$ cat src/hdl/hfc_pkg.sv
// ----------------------------------------------------------------------------
// hfc_pkg
// Shared types, constants and the CRC-8 byte update for the sensor reply
// checker.
// ----------------------------------------------------------------------------
`timescale 1ns / 1ps
`default_nettype none

package hfc_pkg;

    localparam int unsigned BYTE_W = 8;
    localparam int unsigned WORD_W = 16;
    localparam int unsigned POS_W  = 3;
    localparam int unsigned TC_W   = 15;
    localparam int unsigned HC_W   = 14;

    localparam logic [BYTE_W-1:0] CRC_INIT = 8'hFF;
    localparam logic [BYTE_W-1:0] CRC_POLY = 8'h31;

    // Byte positions within one reply
    localparam logic [POS_W-1:0] POS_T_HI   = 3'd0;
    localparam logic [POS_W-1:0] POS_T_LO   = 3'd1;
    localparam logic [POS_W-1:0] POS_T_CRC  = 3'd2;
    localparam logic [POS_W-1:0] POS_H_HI   = 3'd3;
    localparam logic [POS_W-1:0] POS_H_LO   = 3'd4;
    localparam logic [POS_W-1:0] POS_H_CRC  = 3'd5;

    // Result status codes
    typedef enum logic [1:0] {
        ST_OK        = 2'd0,
        ST_TEMP_CRC  = 2'd1,
        ST_HUM_CRC   = 2'd2,
        ST_BUS_FAULT = 2'd3
    } t_status;

    // Frame decoder result toward the output stage
    typedef struct packed {
        logic              emit;
        t_status           status;
        logic [WORD_W-1:0] raw_t;
        logic [WORD_W-1:0] raw_h;
    } t_frame_res;

    // CRC-8, MSB first, no reflection, no final XOR
    function automatic logic [BYTE_W-1:0] crc8_byte(
        input logic [BYTE_W-1:0] crc,
        input logic [BYTE_W-1:0] b
    );
        logic [BYTE_W-1:0] c;
        c = crc ^ b;
        for (int k = 0; k < 8; k++) begin
            if (c[BYTE_W-1]) begin
                c = (c << 1) ^ CRC_POLY;
            end else begin
                c = c << 1;
            end
        end
        return c;
    endfunction

endpackage

`default_nettype wire

$ cat src/hdl/hfc_frame.sv
// ----------------------------------------------------------------------------
// hfc_frame
// Byte position tracking, CRC-8 checking and word assembly for one reply.
// ----------------------------------------------------------------------------
`timescale 1ns / 1ps
`default_nettype none

module hfc_frame (
    input  wire logic                       i_clk,
    input  wire logic                       i_rst_n,
    input  wire logic                       i_adv,
    input  wire logic [hfc_pkg::BYTE_W-1:0] i_byte,
    input  wire logic                       i_start,
    input  wire logic                       i_fault,
    output hfc_pkg::t_frame_res             o_res
);
    import hfc_pkg::*;

    logic [POS_W-1:0]  r_pos,   n_pos;
    logic [BYTE_W-1:0] r_crc,   n_crc;
    logic [WORD_W-1:0] r_t_word, n_t_word;
    logic [WORD_W-1:0] r_h_word, n_h_word;
    logic              r_t_bad, n_t_bad;
    logic [POS_W-1:0]  w_pos;
    logic [BYTE_W-1:0] w_crc_upd;

    // Pick the effective position: start flag or an unused code restarts
    always_comb begin
        w_pos = i_start ? POS_T_HI : r_pos;
        if (w_pos > POS_H_CRC) begin
            w_pos = POS_T_HI;
        end
    end

    // Seed the CRC with its initial value on the high byte of each word
    assign w_crc_upd = crc8_byte(((w_pos == POS_T_HI) || (w_pos == POS_H_HI))
                                 ? CRC_INIT : r_crc, i_byte);

    // Decode the current word and compute the next frame state
    always_comb begin
        n_pos    = r_pos;
        n_crc    = r_crc;
        n_t_word = r_t_word;
        n_h_word = r_h_word;
        n_t_bad  = r_t_bad;
        o_res.emit   = 1'b0;
        o_res.status = ST_OK;
        o_res.raw_t  = r_t_word;
        o_res.raw_h  = r_h_word;
        if (i_fault) begin
            n_pos        = POS_T_HI;
            n_crc        = CRC_INIT;
            o_res.emit   = 1'b1;
            o_res.status = ST_BUS_FAULT;
            o_res.raw_t  = '0;
            o_res.raw_h  = '0;
        end else begin
            case (w_pos)
                POS_T_HI: begin
                    n_crc    = w_crc_upd;
                    n_t_word = {i_byte, 8'h00};
                    n_pos    = POS_T_LO;
                end
                POS_T_LO: begin
                    n_crc    = w_crc_upd;
                    n_t_word = {r_t_word[WORD_W-1:BYTE_W], i_byte};
                    n_pos    = POS_T_CRC;
                end
                POS_T_CRC: begin
                    n_t_bad = (r_crc != i_byte);
                    n_crc   = CRC_INIT;
                    n_pos   = POS_H_HI;
                end
                POS_H_HI: begin
                    n_crc    = w_crc_upd;
                    n_h_word = {i_byte, 8'h00};
                    n_pos    = POS_H_LO;
                end
                POS_H_LO: begin
                    n_crc    = w_crc_upd;
                    n_h_word = {r_h_word[WORD_W-1:BYTE_W], i_byte};
                    n_pos    = POS_H_CRC;
                end
                default: begin
                    n_crc      = CRC_INIT;
                    n_pos      = POS_T_HI;
                    o_res.emit = 1'b1;
                    if (r_t_bad) begin
                        o_res.status = ST_TEMP_CRC;
                    end else if (r_crc != i_byte) begin
                        o_res.status = ST_HUM_CRC;
                    end else begin
                        o_res.status = ST_OK;
                    end
                end
            endcase
        end
    end

    // Advance the frame state when the held word moves on
    always_ff @(posedge i_clk) begin
        if (!i_rst_n) begin
            r_pos    <= POS_T_HI;
            r_crc    <= CRC_INIT;
            r_t_word <= '0;
            r_h_word <= '0;
            r_t_bad  <= 1'b0;
        end else if (i_adv) begin
            r_pos    <= n_pos;
            r_crc    <= n_crc;
            r_t_word <= n_t_word;
            r_h_word <= n_h_word;
            r_t_bad  <= n_t_bad;
        end
    end

endmodule

`default_nettype wire

$ cat config.mk
export PLATFORM = sky130hd
export DESIGN_NAME = hfc_frame
export DESIGN_NICKNAME = d
export VERILOG_FILES = /design/src/hdl/hfc_pkg.sv /design/src/hdl/hfc_frame.sv
export SDC_FILE = /design/constraint.sdc
export NUM_CORES = 1
export LEC_CHECK = 0
export BUFFER_PORTS_ARGS = -buffer_cell sky130_fd_sc_hd__buf_4
export CORE_MARGIN = 3
export CORE_UTILIZATION = 35
export DETAILED_ROUTE_END_ITERATION = 8
export PLACE_DENSITY = 0.65
export SYNTH_ARGS = -nofsm -noshare
export SYNTH_HDL_FRONTEND = slang
export SYNTH_SLANG_ARGS = --single-unit
$ cat constraint.sdc
create_clock -name i_clk -period 2.2 [get_ports i_clk]
set_clock_uncertainty 0.1 [all_clocks]
set_input_delay 0.11 -clock i_clk [delete_from_list [all_inputs] [get_ports i_clk]]
set_output_delay 0.11 -clock i_clk [all_outputs]
set_load 0.02 [all_outputs]
==> impl_metrics.json <==
{
  "outcome": "finished, violations left",
  "failed_checks": "negative setup slack",
  "critical_path_required_ps": 2280,
  "clock_transition_at_path_regs_ps": 90,
  "end_of_the_worst_hold_path": "r_h_word[1]$_SDFFE_PN0P_",
  "synth_edf_count": 0,
  "place_area_um2": 2920,
  "final_core_utilization_pct": 48.3,
  "maxCapViolCount": 0,
  "most-common-layout-cells": "buf_4, dfxtp_1, nand2_1, nor2b_1, a21oi_1",
  "tritoncts_clock_tree": "done",
  "critical_path_class": "flop to flop",
  "clockRootBuffer": "clkbuf_8",
  "grt.overflow.total": 0,
  "totalNegativeSetupSlack_ps": -25.5,
  "drt_pre_antenna_iters": 4,
  "io_pins": 48,
  "drt-initial-drc-count": 142,
  "grt_antenna_before_repair": 0,
  "avgRoutedWirePerCell_um": 15.4,
  "whs_ps": 5.35,
  "max_freq_mhz": 449,
  "final-setup-viol-count": 1,
  "power.leakage_nw": 1.20,
  "final_worst_path_period_share_pct": 101,
  "clock_path_buffers": 2,
  "synth_area_per_cell_um2": 8.02,
  "grt_pass1_vias": 2030,
  "synth.mux.area_fraction_pct": 3.76,
  "cp_data_arrival_time_ps": 2310,
  "sequential_area_share_after_synthesis_pct": 36.7,
  "vdd.ir_drop.worst_v": 0.000324,
  "grt_start_max_net_pins": 40,
  "worst_skew_pair.late_latency_ps": 300,
  "final-max-slew-violation-count": 0,
  "synthCells": 299,
  "ys_dominant_reg_cell": "dfxtp_1",
  "grt_first_pass_wirelength_um": 10400,
  "rsz0062_at_grt": "yes",
  "dp_hpwl_um": 4480,
  "maxSlewHeadroom_pct": 48.6,
  "clock_sink_count": 44,
  "compound_gate_fraction_of_synth_area_pct": 16.6,
  "h-tree-depth": 2,
  "num_rows": 29,
  "cp_max_fo": 3,
  "setup_slack_ps": -25.5,
  "ant_nets": 0,
  "tightestPinTransition_ps": 770,
  "initial_utilization_pct": 36.9,
  "die_x_um": 88.8,
  "post-route-cell-area_um2": 3140,
  "yosys.area_share.simple_pct": 29.3,
  "endpoint_kind": "flop",
  "final_common_cell": "buf_4",
  "die_area_um2": 7880,
  "post_synth_instance_area_um2": 2400,
  "tritoncts.num_buffers": 5,
  "routed-via-count": 2283,
  "grt_util_all_layers_pct": 17.2,
  "synth-async-reset-ratio_pct": 0,
  "dieHeight_um": 88.8,
  "synth-xor-area-share_pct": 9.34,
  "r2r-start": "r_crc[6]$_SDFFE_PN1P_",
  "worst_hold_startpoint": "i_byte[1]",
  "worst_hold_path_type": "input port to flop",
  "period_needed_ps": 2230,
  "totalWireLength_um": 6700,
  "finalNetCount": 370,
  "mappedNetlistNets": 312,
  "coreArea_um2": 6490,
  "syn_to_final_growth_pct": 30.9,
  "synth_cell_types": 46,
  "whs_path_depth": 3,
  "place_congestion": 0.890,
  "power_density_nw_per_um2": 538,
  "ys_seq_elements": 44,
  "antenna_cells_inserted": 0,
  "place.port_buffers": 47,
  "worst_r2r_path_depth": 6,
  "place_ws_ps": -49.4,
  "reg2reg_to": "r_crc[5]$_SDFFE_PN1P_",
  "regToRegSetupSlack_ps": -30,
  "critical_path.startpoint_type": "flop",
  "detail_route.drc_violations": 0,
  "synth.yosys.warnings": 0,
  "hold_viol_final": 0,
  "route.detailed.vias_per_inst": 5.25,
  "post_route_cells_drive_above_1_share_pct": 28.2,
  "synth_fa_ha_area_share_pct": 0,
  "combinational_family_with_the_most_area_after_synthesis": "simple AND/OR/NAND/NOR gates"
}
cell type report:
class / count / area (µm²)
Inverter: 4 / 15.0
Tap cell: 77 / 96.3
Clock inverter: 2 / 15.0
Sequential cell: 44 / 888
Fill cell: 636 / 3360
Timing Repair Buffer: 73 / 563
Multi-Input combinational cell: 229 / 1480
Clock buffer: 6 / 82.6
Yosys cell counts, drive strengths merged (4+ instances only):
cell type	instances	share of area (%)
dfxtp	44	37
clkbuf	19	3.0
xor2	11	4.0
nor2	25	3.9
mux2i	9	3.8
nand3	9	1.9
a21oi	28	5.8
nor4	4	1.0
xnor2	12	4.4
nor2b	33	8.6
o211ai	7	2.2
nand2	36	5.6
inv	4	0.63
nor3	4	0.84
nand2b	4	1.0
worst max-delay path by stage:
stage / to / cells past startpoint / slack, ps / from
after global placement: r_crc[5]$_SDFFE_PN1P_ / 7 / -20 / r_pos[0]$_SDFFE_PN0P_
after detailed placement: r_crc[5]$_SDFFE_PN1P_ / 7 / -50 / r_pos[2]$_SDFFE_PN0P_
after floorplan: r_crc[5]$_SDFFE_PN1P_ / 6 / 9 / r_pos[2]$_SDFFE_PN0P_
after CTS: r_crc[4]$_SDFFE_PN1P_ / 7 / 20 / r_pos[2]$_SDFFE_PN0P_
after global routing: r_crc[5]$_SDFFE_PN1P_ / 7 / -80 / r_pos[0]$_SDFFE_PN0P_
final: r_crc[5]$_SDFFE_PN1P_ / 6 / -30 / r_crc[6]$_SDFFE_PN1P_
metrics by stage:
step                power (W)  cells
finish                0.00169    435
global route          0.00175    435
CTS                   0.00167    429
detailed placement    0.00112    420
global placement      0.00112    420
floorplan             0.00102    299
kinds of logic after synthesis:
family | count (synthesis)
buffers and inverters | 26
xor gates and xnor gates | 24
AOI/OAI and AO/OA | 61
and+or+nand+nor | 135
muxes | 9
DFF | 44
sequential cells by signal, indices dropped and copies added, names as in the netlist:
| name | flops |
|---|---|
| r_h_word | 16 |
| r_t_word | 16 |
| r_crc | 8 |
| r_pos | 3 |
| r_t_bad | 1 |
where the power goes:
group	total [W]	internal, W	switching, W
combinational	0.000299	0.000137	0.000162
sequential	0.000835	0.000815	0.0000197
clock	0.000553	0.000255	0.000299
total	0.00169	0.00121	0.000480
metal layers:
layer	vias to the layer above	GRT usage, %	part of all wire, %
met5	-	0	0
met1	1049	24.3	48
li1	1149	-	-
met4	0	5.77	1.4
met2	79	26.4	43
met3	6	3.17	6.8
what timing repair did:
action	4_1_cts	5_1_grt
setup buffers	0	6
pin swaps	2	7
hold buffers	1	0
hold endpoints to repair	3	0
endpoints found under the setup margin	2	3
gates resized for setup	4	15
worst max-delay path, stage by stage (launching register included):
cell and delay [ps]:
dfxtp_2 330, or2_4 220, or4_4 480, a211o_1 340, a211o_1 350, a211oi_2 210, a311oi_1 70
No activity file was read; power rests on OpenSTA's default activity.
